### src/rtl/bcrs_pkg.sv
// Shared types and constants for the best chi2 rotation selector.
package bcrs_pkg;

	// Configuration register indexes.
	typedef enum logic [3:0] {
		REG_ETA_CENTER      = 4'd0,
		REG_ETA_INV_SIGMA   = 4'd1,
		REG_PI0_CENTER      = 4'd2,
		REG_PI0_INV_SIGMA   = 4'd3,
		REG_ETA_WINDOW_LOW  = 4'd4,
		REG_ETA_WINDOW_HIGH = 4'd5,
		REG_PI0_WINDOW_LOW  = 4'd6,
		REG_PI0_WINDOW_HIGH = 4'd7
	} cfg_idx_t;

	localparam int CFG_IDX_W = 4;
	localparam int SIGMA_W   = 16;
	localparam int RST_W     = 18;
	localparam int SCORE_W   = 32;
	localparam int SAT_W     = 16;

	localparam logic [RST_W-1:0]   ETA_CENTER_RST      = 18'd35848;
	localparam logic [SIGMA_W-1:0] ETA_INV_SIGMA_RST   = 16'd5120;
	localparam logic [RST_W-1:0]   PI0_CENTER_RST      = 18'd8847;
	localparam logic [SIGMA_W-1:0] PI0_INV_SIGMA_RST   = 16'd25600;
	localparam logic [RST_W-1:0]   ETA_WINDOW_LOW_RST  = 18'd32768;
	localparam logic [RST_W-1:0]   ETA_WINDOW_HIGH_RST = 18'd39322;
	localparam logic [RST_W-1:0]   PI0_WINDOW_LOW_RST  = 18'd8192;
	localparam logic [RST_W-1:0]   PI0_WINDOW_HIGH_RST = 18'd9503;

	// Saturation limits of a scaled deviation magnitude.
	localparam logic [SAT_W-1:0] SAT_POS = 16'd32767;
	localparam logic [SAT_W-1:0] SAT_NEG = 16'd32768;

	// Sequencer states.
	typedef enum logic [2:0] {
		ST_IDLE,
		ST_DEV_ETA,
		ST_DEV_PI0,
		ST_SQ_ETA,
		ST_SQ_PI0,
		ST_SUM
	} bcrs_state_t;

endpackage

### src/rtl/bcrs_if.sv
// Handshake interfaces for candidate rows, event results and configuration writes.
interface bcrs_row_if #(parameter int MASS_BITS = 18);
	logic                 valid;
	logic                 ready;
	logic [MASS_BITS-1:0] lepton_photon_mass;
	logic [MASS_BITS-1:0] photon_pair_mass;
	logic [MASS_BITS-1:0] full_mass;
	modport source (output valid, lepton_photon_mass, photon_pair_mass, full_mass,
		input ready);
	modport sink (input valid, lepton_photon_mass, photon_pair_mass, full_mass,
		output ready);
endinterface

interface bcrs_res_if #(parameter int MASS_BITS = 18);
	logic                 valid;
	logic                 ready;
	logic [MASS_BITS-1:0] chosen_full_mass;
	logic                 keep;
	modport source (output valid, chosen_full_mass, keep, input ready);
	modport sink (input valid, chosen_full_mass, keep, output ready);
endinterface

interface bcrs_cfg_if #(parameter int DATA_W = 18);
	logic                           valid;
	logic                           ready;
	logic [bcrs_pkg::CFG_IDX_W-1:0] index;
	logic [DATA_W-1:0]              data;
	modport source (output valid, index, data, input ready);
	modport sink (input valid, index, data, output ready);
endinterface

### src/rtl/bcrs_mul_unit.sv
// Shared multiplier with a registered product.
module bcrs_mul_unit #(
	parameter int A_W = 18
) (
	input  logic                              clk,
	input  logic [A_W-1:0]                    a,
	input  logic [bcrs_pkg::SIGMA_W-1:0]      b,
	output logic [A_W+bcrs_pkg::SIGMA_W-1:0]  prod_q
);

	always_ff @(posedge clk) begin
		prod_q <= a * b;
	end

endmodule

### src/rtl/bcrs_cfg_regs.sv
// Configuration register file for centers, inverse sigmas and mass windows.
module bcrs_cfg_regs #(
	parameter int MASS_BITS = 18,
	parameter int REG_W     = 18
) (
	input  logic                          clk,
	input  logic                          arst_n,
	bcrs_cfg_if.sink                      cfg,
	output logic [REG_W-1:0]              eta_center_q,
	output logic [bcrs_pkg::SIGMA_W-1:0]  eta_inv_sigma_q,
	output logic [REG_W-1:0]              pi0_center_q,
	output logic [bcrs_pkg::SIGMA_W-1:0]  pi0_inv_sigma_q,
	output logic [REG_W-1:0]              eta_window_low_q,
	output logic [REG_W-1:0]              eta_window_high_q,
	output logic [REG_W-1:0]              pi0_window_low_q,
	output logic [REG_W-1:0]              pi0_window_high_q
);

	logic [REG_W-1:0]             mass_val;
	logic [bcrs_pkg::SIGMA_W-1:0] sigma_val;

	assign cfg.ready = 1'b1;
	// Bits above the field width are dropped.
	assign mass_val  = REG_W'(cfg.data[MASS_BITS-1:0]);
	assign sigma_val = cfg.data[bcrs_pkg::SIGMA_W-1:0];

	always_ff @(posedge clk or negedge arst_n) begin
		if (!arst_n) begin
			eta_center_q      <= REG_W'(bcrs_pkg::ETA_CENTER_RST);
			eta_inv_sigma_q   <= bcrs_pkg::ETA_INV_SIGMA_RST;
			pi0_center_q      <= REG_W'(bcrs_pkg::PI0_CENTER_RST);
			pi0_inv_sigma_q   <= bcrs_pkg::PI0_INV_SIGMA_RST;
			eta_window_low_q  <= REG_W'(bcrs_pkg::ETA_WINDOW_LOW_RST);
			eta_window_high_q <= REG_W'(bcrs_pkg::ETA_WINDOW_HIGH_RST);
			pi0_window_low_q  <= REG_W'(bcrs_pkg::PI0_WINDOW_LOW_RST);
			pi0_window_high_q <= REG_W'(bcrs_pkg::PI0_WINDOW_HIGH_RST);
		end else if (cfg.valid) begin
			case (cfg.index)
				bcrs_pkg::REG_ETA_CENTER:      eta_center_q      <= mass_val;
				bcrs_pkg::REG_ETA_INV_SIGMA:   eta_inv_sigma_q   <= sigma_val;
				bcrs_pkg::REG_PI0_CENTER:      pi0_center_q      <= mass_val;
				bcrs_pkg::REG_PI0_INV_SIGMA:   pi0_inv_sigma_q   <= sigma_val;
				bcrs_pkg::REG_ETA_WINDOW_LOW:  eta_window_low_q  <= mass_val;
				bcrs_pkg::REG_ETA_WINDOW_HIGH: eta_window_high_q <= mass_val;
				bcrs_pkg::REG_PI0_WINDOW_LOW:  pi0_window_low_q  <= mass_val;
				bcrs_pkg::REG_PI0_WINDOW_HIGH: pi0_window_high_q <= mass_val;
				default: ;
			endcase
		end
	end

endmodule

### src/rtl/best_chi2_rotation_selector_unit.sv
// A row request is accepted in idle and then passes the five states of the multiplier sequencer.
// A new row is accepted only after the previous one leaves the sequencer, as the four products share one multiplier.
// The event result is registered on the last row and waits there until taken,
// while the next row is already accepted; a new result only stalls if the old one is unread.
// Reset (arst_n low, asynchronous) restores the register defaults and drops a partial event.
module best_chi2_rotation_selector_unit #(
	parameter int ROTATIONS = 3,
	parameter int MASS_BITS = 18
) (
	input  logic       clk,
	input  logic       arst_n,
	bcrs_row_if.sink   rows,
	bcrs_res_if.source results,
	bcrs_cfg_if.sink   cfg
);

	// Registers keep at least the width of their reset values.
	localparam int REG_W  = (MASS_BITS > bcrs_pkg::RST_W) ? MASS_BITS : bcrs_pkg::RST_W;
	localparam int PROD_W = REG_W + bcrs_pkg::SIGMA_W;
	localparam int ROT_W  = $clog2(ROTATIONS);
	localparam int SW     = bcrs_pkg::SAT_W;
	localparam logic [ROT_W-1:0] ROT_LAST = ROT_W'(ROTATIONS - 1);

	// Configuration registers.
	logic [REG_W-1:0]             eta_center, pi0_center;
	logic [bcrs_pkg::SIGMA_W-1:0] eta_inv_sigma, pi0_inv_sigma;
	logic [REG_W-1:0]             eta_win_lo, eta_win_hi, pi0_win_lo, pi0_win_hi;

	bcrs_cfg_regs #(
		.MASS_BITS (MASS_BITS),
		.REG_W     (REG_W)
	) u_cfg (
		.clk               (clk),
		.arst_n            (arst_n),
		.cfg               (cfg),
		.eta_center_q      (eta_center),
		.eta_inv_sigma_q   (eta_inv_sigma),
		.pi0_center_q      (pi0_center),
		.pi0_inv_sigma_q   (pi0_inv_sigma),
		.eta_window_low_q  (eta_win_lo),
		.eta_window_high_q (eta_win_hi),
		.pi0_window_low_q  (pi0_win_lo),
		.pi0_window_high_q (pi0_win_hi)
	);

	bcrs_pkg::bcrs_state_t state_q, state_d;

	// The row being scored.
	logic [MASS_BITS-1:0] lg_q, gg_q, full_q;
	logic                 neg_eta_q, neg_pi0_q;
	logic [SW-1:0]        se_q, sp_q;
	logic [bcrs_pkg::SCORE_W-1:0] acc_q;

	// Per-event state.
	logic [ROT_W-1:0]             rot_q;
	logic [bcrs_pkg::SCORE_W-1:0] best_score_q;
	logic [MASS_BITS-1:0]         best_full_q, best_lg_q, best_gg_q;

	// Result register.
	logic                 out_valid_q;
	logic [MASS_BITS-1:0] out_full_q;
	logic                 out_keep_q;

	logic row_acc;
	assign row_acc = rows.valid && rows.ready;

	// Shared deviation subtractor: operands picked by the sequencer state.
	logic [REG_W-1:0] dev_m, dev_c, dev_mag;
	logic             dev_neg;
	logic             sel_pi0;

	assign dev_m   = sel_pi0 ? REG_W'(gg_q) : REG_W'(lg_q);
	assign dev_c   = sel_pi0 ? pi0_center : eta_center;
	assign dev_neg = dev_m < dev_c;
	assign dev_mag = dev_neg ? (dev_c - dev_m) : (dev_m - dev_c);

	// Shared multiplier: scaling in the deviation states, squaring afterwards.
	logic [REG_W-1:0]             mul_a;
	logic [bcrs_pkg::SIGMA_W-1:0] mul_b;
	logic [PROD_W-1:0]            prod_q;

	bcrs_mul_unit #(.A_W(REG_W)) u_mul (
		.clk    (clk),
		.a      (mul_a),
		.b      (mul_b),
		.prod_q (prod_q)
	);

	// Truncate the scaled product to 8 fraction bits and saturate to 16-bit signed.
	logic [REG_W-1:0] sh_mag;
	logic             sat_neg;
	logic [SW-1:0]    sat_mag;

	assign sh_mag  = prod_q[PROD_W-1:bcrs_pkg::SIGMA_W];
	assign sat_neg = (state_q == bcrs_pkg::ST_DEV_PI0) ? neg_eta_q : neg_pi0_q;
	always_comb begin
		if (sat_neg) begin
			sat_mag = (sh_mag > REG_W'(bcrs_pkg::SAT_NEG)) ? bcrs_pkg::SAT_NEG : sh_mag[SW-1:0];
		end else begin
			sat_mag = (sh_mag > REG_W'(bcrs_pkg::SAT_POS)) ? bcrs_pkg::SAT_POS : sh_mag[SW-1:0];
		end
	end

	// Score of the row and the selection against the best so far.
	logic [bcrs_pkg::SCORE_W-1:0] score;
	logic                         take, last, stall, evt_done;
	logic [MASS_BITS-1:0]         sel_full, sel_lg, sel_gg;
	logic                         keep;

	assign score    = acc_q + prod_q[bcrs_pkg::SCORE_W-1:0];
	assign take     = score < best_score_q;
	assign last     = rot_q >= ROT_LAST;
	assign stall    = last && out_valid_q && !results.ready;
	assign evt_done = (state_q == bcrs_pkg::ST_SUM) && !stall && last;
	assign sel_full = take ? full_q : best_full_q;
	assign sel_lg   = take ? lg_q : best_lg_q;
	assign sel_gg   = take ? gg_q : best_gg_q;
	assign keep     = (REG_W'(sel_lg) >= eta_win_lo) && (REG_W'(sel_lg) <= eta_win_hi) &&
		(REG_W'(sel_gg) >= pi0_win_lo) && (REG_W'(sel_gg) <= pi0_win_hi);

	// Next state.
	always_comb begin
		state_d = state_q;
		case (state_q)
			bcrs_pkg::ST_IDLE:    if (row_acc) state_d = bcrs_pkg::ST_DEV_ETA;
			bcrs_pkg::ST_DEV_ETA: state_d = bcrs_pkg::ST_DEV_PI0;
			bcrs_pkg::ST_DEV_PI0: state_d = bcrs_pkg::ST_SQ_ETA;
			bcrs_pkg::ST_SQ_ETA:  state_d = bcrs_pkg::ST_SQ_PI0;
			bcrs_pkg::ST_SQ_PI0:  state_d = bcrs_pkg::ST_SUM;
			bcrs_pkg::ST_SUM:     if (!stall) state_d = bcrs_pkg::ST_IDLE;
			default:              state_d = bcrs_pkg::ST_IDLE;
		endcase
	end

	// Sequencer outputs: ready and multiplier operand selection.
	always_comb begin
		rows.ready = 1'b0;
		sel_pi0    = 1'b0;
		mul_a      = dev_mag;
		mul_b      = eta_inv_sigma;
		case (state_q)
			bcrs_pkg::ST_IDLE: begin
				rows.ready = 1'b1;
			end
			bcrs_pkg::ST_DEV_ETA: begin
				mul_a = dev_mag;
				mul_b = eta_inv_sigma;
			end
			bcrs_pkg::ST_DEV_PI0: begin
				sel_pi0 = 1'b1;
				mul_a   = dev_mag;
				mul_b   = pi0_inv_sigma;
			end
			bcrs_pkg::ST_SQ_ETA: begin
				mul_a = REG_W'(se_q);
				mul_b = se_q;
			end
			// The pi0 square is kept in the product register for as long as the
			// scoring step waits on the result side.
			bcrs_pkg::ST_SQ_PI0, bcrs_pkg::ST_SUM: begin
				mul_a = REG_W'(sp_q);
				mul_b = sp_q;
			end
			default: ;
		endcase
	end

	always_ff @(posedge clk or negedge arst_n) begin
		if (!arst_n) begin
			state_q <= bcrs_pkg::ST_IDLE;
		end else begin
			state_q <= state_d;
		end
	end

	// Row datapath registers.
	always_ff @(posedge clk) begin
		if (row_acc) begin
			lg_q   <= rows.lepton_photon_mass;
			gg_q   <= rows.photon_pair_mass;
			full_q <= rows.full_mass;
		end
		case (state_q)
			bcrs_pkg::ST_DEV_ETA: neg_eta_q <= dev_neg;
			bcrs_pkg::ST_DEV_PI0: begin
				neg_pi0_q <= dev_neg;
				se_q      <= sat_mag;
			end
			bcrs_pkg::ST_SQ_ETA: sp_q <= sat_mag;
			bcrs_pkg::ST_SQ_PI0: acc_q <= prod_q[bcrs_pkg::SCORE_W-1:0];
			default: ;
		endcase
	end

	// Event state and the result register.
	always_ff @(posedge clk or negedge arst_n) begin
		if (!arst_n) begin
			rot_q        <= '0;
			best_score_q <= '1;
			best_full_q  <= '0;
			best_lg_q    <= '0;
			best_gg_q    <= '0;
			out_valid_q  <= 1'b0;
		end else begin
			// A result closed in the same cycle as the old one is taken keeps valid high.
			if (evt_done) begin
				out_valid_q <= 1'b1;
			end else if (results.valid && results.ready) begin
				out_valid_q <= 1'b0;
			end
			if (state_q == bcrs_pkg::ST_SUM && !stall) begin
				if (last) begin
					// Close the event and clear for the next one.
					rot_q        <= '0;
					best_score_q <= '1;
					best_full_q  <= '0;
					best_lg_q    <= '0;
					best_gg_q    <= '0;
				end else begin
					rot_q <= rot_q + 1'b1;
					if (take) begin
						best_score_q <= score;
						best_full_q  <= full_q;
						best_lg_q    <= lg_q;
						best_gg_q    <= gg_q;
					end
				end
			end
		end
	end

	always_ff @(posedge clk) begin
		if (evt_done) begin
			out_full_q <= sel_full;
			out_keep_q <= keep;
		end
	end

	assign results.valid            = out_valid_q;
	assign results.chosen_full_mass = out_full_q;
	assign results.keep             = out_keep_q;

`ifndef SYNTH
	// An accepted row always starts the sequencer on the eta deviation.
	a_accept_starts: assert property (@(posedge clk) disable iff (!arst_n)
		row_acc |=> state_q == bcrs_pkg::ST_DEV_ETA)
		else $error("accepted row did not start the sequencer");

	// A new result can only appear out of the scoring step.
	a_result_from_sum: assert property (@(posedge clk) disable iff (!arst_n)
		$rose(out_valid_q) |-> $past(state_q) == bcrs_pkg::ST_SUM)
		else $error("result appeared outside the scoring step");

	// A saturated eta term never exceeds the negative limit.
	a_sat_range: assert property (@(posedge clk) disable iff (!arst_n)
		state_q == bcrs_pkg::ST_SQ_ETA |-> se_q <= bcrs_pkg::SAT_NEG)
		else $error("scaled deviation out of saturation range");

	// The rotation counter stays inside the event.
	a_rot_range: assert property (@(posedge clk) disable iff (!arst_n)
		rot_q <= ROT_LAST)
		else $error("rotation index beyond last row");
`endif

endmodule
### src/flat_wrapper.sv
// flat-port wrapper written by rule: the top's interface ports become plain ports
module best_chi2_rotation_selector_unit_flat 
#(
	parameter int ROTATIONS = 3,
	parameter int MASS_BITS = 18
)
  (clk, arst_n, rows_valid, rows_lepton_photon_mass, rows_photon_pair_mass, rows_full_mass, rows_ready, results_valid, results_chosen_full_mass, results_keep, results_ready, cfg_valid, cfg_index, cfg_data, cfg_ready);
  bcrs_row_if #(.MASS_BITS(MASS_BITS)) rows_i ();
  bcrs_res_if #(.MASS_BITS(MASS_BITS)) results_i ();
  bcrs_cfg_if cfg_i ();
  input  logic clk;
  input  logic arst_n;
  input wire logic [$bits(rows_i.valid)-1:0] rows_valid;
  input wire logic [$bits(rows_i.lepton_photon_mass)-1:0] rows_lepton_photon_mass;
  input wire logic [$bits(rows_i.photon_pair_mass)-1:0] rows_photon_pair_mass;
  input wire logic [$bits(rows_i.full_mass)-1:0] rows_full_mass;
  output wire logic [$bits(rows_i.ready)-1:0] rows_ready;
  output wire logic [$bits(results_i.valid)-1:0] results_valid;
  output wire logic [$bits(results_i.chosen_full_mass)-1:0] results_chosen_full_mass;
  output wire logic [$bits(results_i.keep)-1:0] results_keep;
  input wire logic [$bits(results_i.ready)-1:0] results_ready;
  input wire logic [$bits(cfg_i.valid)-1:0] cfg_valid;
  input wire logic [$bits(cfg_i.index)-1:0] cfg_index;
  input wire logic [$bits(cfg_i.data)-1:0] cfg_data;
  output wire logic [$bits(cfg_i.ready)-1:0] cfg_ready;
  assign rows_i.valid = rows_valid;
  assign rows_i.lepton_photon_mass = rows_lepton_photon_mass;
  assign rows_i.photon_pair_mass = rows_photon_pair_mass;
  assign rows_i.full_mass = rows_full_mass;
  assign rows_ready = rows_i.ready;
  assign results_valid = results_i.valid;
  assign results_chosen_full_mass = results_i.chosen_full_mass;
  assign results_keep = results_i.keep;
  assign results_i.ready = results_ready;
  assign cfg_i.valid = cfg_valid;
  assign cfg_i.index = cfg_index;
  assign cfg_i.data = cfg_data;
  assign cfg_ready = cfg_i.ready;
  best_chi2_rotation_selector_unit #(.ROTATIONS(ROTATIONS), .MASS_BITS(MASS_BITS)) u_core (.clk(clk), .arst_n(arst_n), .rows(rows_i), .results(results_i), .cfg(cfg_i));
endmodule
### config.mk
export PLATFORM = sky130hd
export DESIGN_NAME = best_chi2_rotation_selector_unit_flat
export DESIGN_NICKNAME = d
export VERILOG_FILES = /design/src/rtl/bcrs_pkg.sv /design/src/rtl/bcrs_if.sv /design/src/rtl/bcrs_mul_unit.sv /design/src/rtl/bcrs_cfg_regs.sv /design/src/rtl/best_chi2_rotation_selector_unit.sv /design/src/flat_wrapper.sv
export SDC_FILE = /design/constraint.sdc
export NUM_CORES = 1
export LEC_CHECK = 0
export ABC_AREA = 1
export BUFFER_PORTS_ARGS = -buffer_cell sky130_fd_sc_hd__buf_4
export CAP_MARGIN = 20
export CORE_UTILIZATION = 58
export CTS_CLUSTER_DIAMETER = 80
export CTS_CLUSTER_SIZE = 40
export DETAILED_ROUTE_END_ITERATION = 7
export PLACE_DENSITY = 0.72
export SLEW_MARGIN = 20
export SYNTH_ARGS = -nofsm -noshare
export SYNTH_HDL_FRONTEND = slang
export SYNTH_SLANG_ARGS = --single-unit
### constraint.sdc
create_clock -name clk -period 10.4 [get_ports clk]
set_input_delay 1.04 -clock clk [delete_from_list [all_inputs] [get_ports clk]]
set_output_delay 1.04 -clock clk [all_outputs]
set_load 0.01 [all_outputs]
Yosys cells after proc, flatten, opt, wreduce, memory -nomap -nowiden
Cells that the tools add are included.

storage, ports and cells
  register bits = 405
  word-level logic and storage cells = 105

operators by class
  $add $sub $neg = 4
  multiply operators = 1
  order comparisons = 9
  equal/unequal tests = 14
  mux-type cells = 25
  reduce and logical (&&, ||, !) cells = 26

operator list
  operator                number
  $mux W18                9
  $mux W32                2
  $mux W16                3
  $pmux W16 S3            1
  $ge A18 B18 Y1          2
  $le A18 B18 Y1          2
  $pmux W18 S2            1
  $sub A18 B18 Y18        2
  $mul A18 B16 Y34        1
  $add A32 B32 Y32        1
  $lt A32 B32 Y1          1
  $reduce_and A2 Y1       10
  $gt A18 B15 Y1 const B  1
  $gt A18 B16 Y1 const B  1
  $lt A18 B18 Y1          1
  $pmux W3 S6             1
  $eq A4 B3 Y1 const B    4
  $logic_and A1 B1 Y1     9
  $eq A4 B2 Y1 const B    2
  $eq A3 B2 Y1 const B    2
  $eq A3 B3 Y1 const B    2
  $mux W3                 2
  $mux W1                 5
  $eq A4 B1 Y1 const B    1
  other kinds (11)        13

Logic depth before layout (Yosys ltp)
  depth after elaboration = 7
  depth in mapped cells = 47
  depth with buffers taken out = 45

Hierarchy
From an unflattened synthesis, not the netlist that was laid out.

unflattened totals
  cells, all modules = 4,617
  area total of the unflattened synthesis = 34,933.5 µm²

modules (own cells, without submodules)
  module                            instances  cells an instance  area each (µm²)  sequential area each (µm²)
  best_chi2_rotation_selector_unit  1          2,412              17,844.6         6,516.2
  bcrs_mul_unit                     1          1,530              11,110.7         680.7
  bcrs_cfg_regs                     1          675                5,978.2          3,545.9

Worst setup path before layout
OpenSTA, ideal clock, no wires.

  kind = register -> register
  start = register u_core.state_q[2]
  end = register u_core.u_mul.prod_q[33] (netlist name)
  library setup time = 0.072 ns
  arrival time = 7.825 ns
  slack = 2.504 ns
  cell stages (with the launch flop) = 36
  cell sequence = dfrtp_1 > buf_4 > nor3_4 > buf_4 > buf_2 > or2_2 > o21ai_0 > ha_1 > fa_1 > nor2_1 > nor2_1 > o21ai_0 > xor2_1 > nand2_1 > nand2_1 > nand2_1 > nand2_2 > nor2_1 > fa_1 > inv_1 > fa_1 > fa_1 > inv_1 > fa_1 > fa_1 > inv_1 > fa_1 > inv_1 > ha_1 > nand2_1 > nor2_1 > nand2_1 > o21ai_0 > nand3_1 > nand2_1 > xor2_1

between the ends
  cells in the longest elaborated chain, start to end = 7

ends and longest elaborated chain
  what                                                       line                                                                            source
  start, declared                                            best_chi2_rotation_selector_unit.sv:46                                          bcrs_pkg::bcrs_state_t state_q, state_d;
  start signal, assigned                                     best_chi2_rotation_selector_unit.sv:170                                         state_q <= bcrs_pkg::ST_IDLE;
  start signal, assigned                                     best_chi2_rotation_selector_unit.sv:172                                         state_q <= state_d;
  $eq A3 B2 Y1                                               best_chi2_rotation_selector_unit.sv:141                                         case (state_q)
  $mux W1                                                    best_chi2_rotation_selector_unit.sv:141
  $mux W18, on equally long branches                         best_chi2_rotation_selector_unit.sv:72, best_chi2_rotation_selector_unit.sv:73
  $sub A18 B18 Y18 / $lt A18 B18 Y1 (equally long branches)  best_chi2_rotation_selector_unit.sv:75, best_chi2_rotation_selector_unit.sv:74
  $mux W18                                                   best_chi2_rotation_selector_unit.sv:75                                          assign dev_mag = dev_neg ? (dev_c - dev_m) : (dev_m - dev_c);
  $pmux W18 S2                                               best_chi2_rotation_selector_unit.sv:141
  $mul A18 B16 Y34 *                                         bcrs_mul_unit.sv:12                                                             prod_q <= a * b;
  end signal, assigned                                       bcrs_mul_unit.sv:12
  end, declared                                              bcrs_mul_unit.sv:8                                                              output logic [A_W+bcrs_pkg::SIGMA_W-1:0] prod_q

Mark *: on every way between the ends. The rest lies on a longest branch, timed or not.
A chain may end at the register's enable or synchronous reset.

Final worst setup path
Same ends and word-level chain as after synthesis.

==> summary by stage <==
Run status
The flow ran to the end, and the final reports show no timing, DRC or antenna violations.

Setup path
For the worst setup path, the data required time is 10,910 ps. In this design, the largest share of critical-path delay is due to adder cells. In this run the worst path has a maximum fanout of 55.

The critical path contains buffers and inverters numbering 8 combined. The largest single stage delay on the critical path is 1010 ps. The worst setup path is launched from a register. The kind of end point of the critical path is a register. The largest individual stage delay along the critical path comes from the cell sky130_fd_sc_hd__o21ai_0. Data arrives at the worst endpoint at 10,100 ps. The critical path class is reg -> reg.

Synth
In this run the cell area of the synthesized design comes to 0.0335 mm². Summing the sequential cell areas from Yosys gives 32.1% of the chip area. In this run, synthesis produced a sequential element count of 405. The share of flip-flops with an asynchronous set or reset after synthesis is 57.3%. The number of warnings reported in the yosys synthesis log is 0. Synthesis produced a netlist with a net count of 4,798. By area the synthesized netlist is led by sky130_fd_sc_hd__fa_1, sky130_fd_sc_hd__edfxtp_1, sky130_fd_sc_hd__dfrtp_1, sky130_fd_sc_hd__nand2_1, sky130_fd_sc_hd__ha_1. Counting every instance in the synthesized netlist gives 4,217. The share of synthesized area in the top cell type comes to 13.5%. The number of distinct library cells after synthesis is 52. The average cell area after synthesis is 7.94 µm². The library cell occupying the most area in the post-synthesis netlist is sky130_fd_sc_hd__fa_1. In the synthesized netlist the dominant register cell turns out to be sky130_fd_sc_hd__dfrtp_1. Yosys mapped a number of flops with a built-in enable equal to 139.

Drt
The first detailed-routing pass took 6 iterations. The DRC violations left is 0. The detail route stage leaves a number of antenna-violating nets equal to 0.

For this block, the via count after detailed routing is 27,572. The initial DRC count is 2,331. After detailed routing, the total wire length is 92.5 mm.

The average via count per standard cell is 5.50. In the final routed layout, each cell accounts on average for 18.5 µm.

Placed design
The cell count after placement is 4,966. Detailed placement finished with a half-perimeter wire length of 72.4 mm. The number of buffers inserted by port buffering is 101. At the end of routability-driven placement, the weighted congestion stood at 0.957.

Floorplanning
The total die area is 0.0587 mm². The initial core utilization is 59.0%. 103 I/O pins were placed.

The number of core rows is 87. In this run the horizontal extent of the chip is 242 µm. The placeable core area is 0.0567 mm². From bottom edge to top edge, the die measures 242 µm.

Min path
The type of the worst min-delay path is in -> async.

Layout
The register with the most flip-flops in the layout has 34 of them. The number of diodes added for antenna fixing is 0. Compared with the post-synthesis result, the final layout area differs by 6.81%. In the final layout, the registers with the most flip-flops are u_core.u_mul.prod_q x34, u_core.acc_q x32, u_core.best_score_q x32. The largest register by flop count is u_core.u_mul.prod_q.

In the final layout, the share of cells above drive strength 1 is 8.13%. The net count of the finished layout is 4,817. The final standard cell count with taps included and fillers excluded is 5,010. At the end of the flow the core is filled with cells to 63.0%.

Clocking
The number of gates given a new drive strength after cts is 0. The buffer depth of the longest clock path is 3. TritonCTS built the clock tree. In this run, CTS created clock tree buffers numbering 24. In this run the post-CTS setup repair buffer count came out at 0. The worst-skew pair later-pin latency is 630 ps. The CTS sink count is 405.

In this run, post-CTS hold repair placed 0 buffers. The library cell used as clock root buffer is sky130_fd_sc_hd__clkbuf_16. After clock tree synthesis, the clock-pin slew on the worst setup and hold paths is 120 ps. The number of levels in the clock H-tree is 1.

STA
The clock period minus final worst setup slack is 9590 ps. The peak clock frequency supported by timing is 0.104 GHz. The relative max-transition margin is 25.9%. Adding up every negative setup slack in the final design gives 0 ps. Setup repair after global routing left no endpoint under its margin. Setup violations remaining at the end of the flow were counted as 0. The total count of hold-check failures in the final report is 0. The post-route clock period utilization is 92.2%.

The final clock skew is 82.5 ps. The count of final max-slew check failures is 0. The slew at the pin closest to its max-slew limit is 1100 ps.

Global route
The initial antenna violation count is 0. The via count of the first global-routing pass was 26,981. The first global-routing pass estimated 148 mm of wire. The largest net degree at the start of global routing is 118. The global-route usage over all layers is 31.9%. For this run the aggregate overflow at the end of global routing stands at 0.

Job
The number of max-cap violations is 0.
==> per-layer routing <==
layer	GRT usage (%)	share of wire (%)	vias to the layer above
li1	-	-	13270
met1	43.1	42	13051
met2	52.2	46	1042
met3	3.77	6.9	209
met4	13.1	4.7	0
met5	0	0	-
==> metrics by stage <==
step	hold WS, ps	worst slack [ps]	area [µm²]
6_report	448	810	35700
5_1_grt	465	277	35700
4_1_cts	452	899	35700
3_5_place_dp	435	986	34700
3_3_place_gp	431	1090	34700
2_1_floorplan	415	2500	33500
==> cell usage in the layout (no fill, tap or decap), types with 5 or more instances in the layout <==
cell type,instances
sky130_fd_sc_hd__a21oi_1,189
sky130_fd_sc_hd__o21bai_1,11
sky130_fd_sc_hd__o21ai_0,230
sky130_fd_sc_hd__nor4_1,15
sky130_fd_sc_hd__clkinv_16,8
sky130_fd_sc_hd__fa_1,225
sky130_fd_sc_hd__dfrtp_1,166
sky130_fd_sc_hd__and2_1,53
sky130_fd_sc_hd__nor2_2,5
sky130_fd_sc_hd__dfstp_2,66
sky130_fd_sc_hd__nor2_1,246
sky130_fd_sc_hd__o21ai_1,12
sky130_fd_sc_hd__dfxtp_1,34
sky130_fd_sc_hd__xnor2_1,13
sky130_fd_sc_hd__o21a_1,7
sky130_fd_sc_hd__inv_1,779
sky130_fd_sc_hd__buf_4,120
sky130_fd_sc_hd__nor3_1,25
sky130_fd_sc_hd__a21o_1,6
sky130_fd_sc_hd__nand2_1,1073
sky130_fd_sc_hd__ha_1,275
sky130_fd_sc_hd__edfxtp_1,139
sky130_fd_sc_hd__o22ai_1,11
sky130_fd_sc_hd__nand3_1,283
sky130_fd_sc_hd__inv_2,11
sky130_fd_sc_hd__inv_16,6
sky130_fd_sc_hd__xor2_1,36
sky130_fd_sc_hd__nand3_2,32
sky130_fd_sc_hd__clkbuf_16,24
sky130_fd_sc_hd__nand2_2,26
sky130_fd_sc_hd__nand4_1,60
sky130_fd_sc_hd__or2_2,22
==> area by class of cell <==
cell class / instances / area [µm²]
tap: 756 / 946
multi-input combinational: 2890 / 19100
fill: 5043 / 21000
timing repair buffer: 122 / 931
clock inverter: 19 / 434
clock buffer: 25 / 614
sequential: 405 / 10700
inverter: 793 / 2980
==> cell families after synthesis <==
kind of cell / after synthesis / share of synthesized area (%)
flops: 405 / 32.1
buf+inv: 922 / 11.0
fa+ha+maj: 500 / 23.7
mux: 2 / 0.0598
simple gates: 1859 / 24.3
compound gates: 479 / 7.50
xor+xnor: 49 / 1.28
other cells: 1 / 0.0112
==> worst register-to-register path: cells and delay by family, from the launching register on <==
family                   cells  cell delay, ps
AO/OA/AOI/OAI                3            1500
XOR/XNOR                     1             140
adder cells (fa/ha/maj)      8            4020
buffers and inverters        8             840
flip-flops                   1             530
AND/OR/NAND/NOR             13            2450
==> worst paths after layout <==
path                                          from                      endpoint  slack [ps]  depth (start not counted)
min                                         arst_n  u_core.u_cfg.eta_center_q[8]         450                          1
max                              u_core.state_q[2]       u_core.u_mul.prod_q[33]         810                         33
min in group clk           u_core.u_mul.prod_q[10]              u_core.acc_q[10]         450                          0
max in group asynchronous                   arst_n         u_core.best_full_q[1]        7790                          3
min reg2reg                u_core.u_mul.prod_q[10]              u_core.acc_q[10]         450                          0
max reg2reg                      u_core.state_q[2]       u_core.u_mul.prod_q[33]         810                         33
==> synthesized netlist by cell type, types with 12 or more instances <==
library cell and n:
sky130_fd_sc_hd__nand4_1 60, sky130_fd_sc_hd__nand2_2 25, sky130_fd_sc_hd__fa_1 225, sky130_fd_sc_hd__dfstp_2 66
sky130_fd_sc_hd__inv_1 779, sky130_fd_sc_hd__xnor2_1 13, sky130_fd_sc_hd__dfrtp_1 166, sky130_fd_sc_hd__xor2_1 36
sky130_fd_sc_hd__nand3_1 284, sky130_fd_sc_hd__clkbuf_1 43, sky130_fd_sc_hd__nand3_2 31, sky130_fd_sc_hd__nor2_1 250
sky130_fd_sc_hd__o21ai_0 230, sky130_fd_sc_hd__a21oi_1 189, sky130_fd_sc_hd__buf_2 50, sky130_fd_sc_hd__dfxtp_1 34
sky130_fd_sc_hd__nor3_1 26, sky130_fd_sc_hd__buf_4 18, sky130_fd_sc_hd__edfxtp_1 139, sky130_fd_sc_hd__ha_1 275
sky130_fd_sc_hd__or2_2 22, sky130_fd_sc_hd__nand2_1 1074, sky130_fd_sc_hd__nor4_1 15, sky130_fd_sc_hd__o21ai_1 12
sky130_fd_sc_hd__and2_1 53
Power is left out: the tool's default activity adds up to more than one toggle a clock period on the data nets, which glitch-free logic cannot reach.
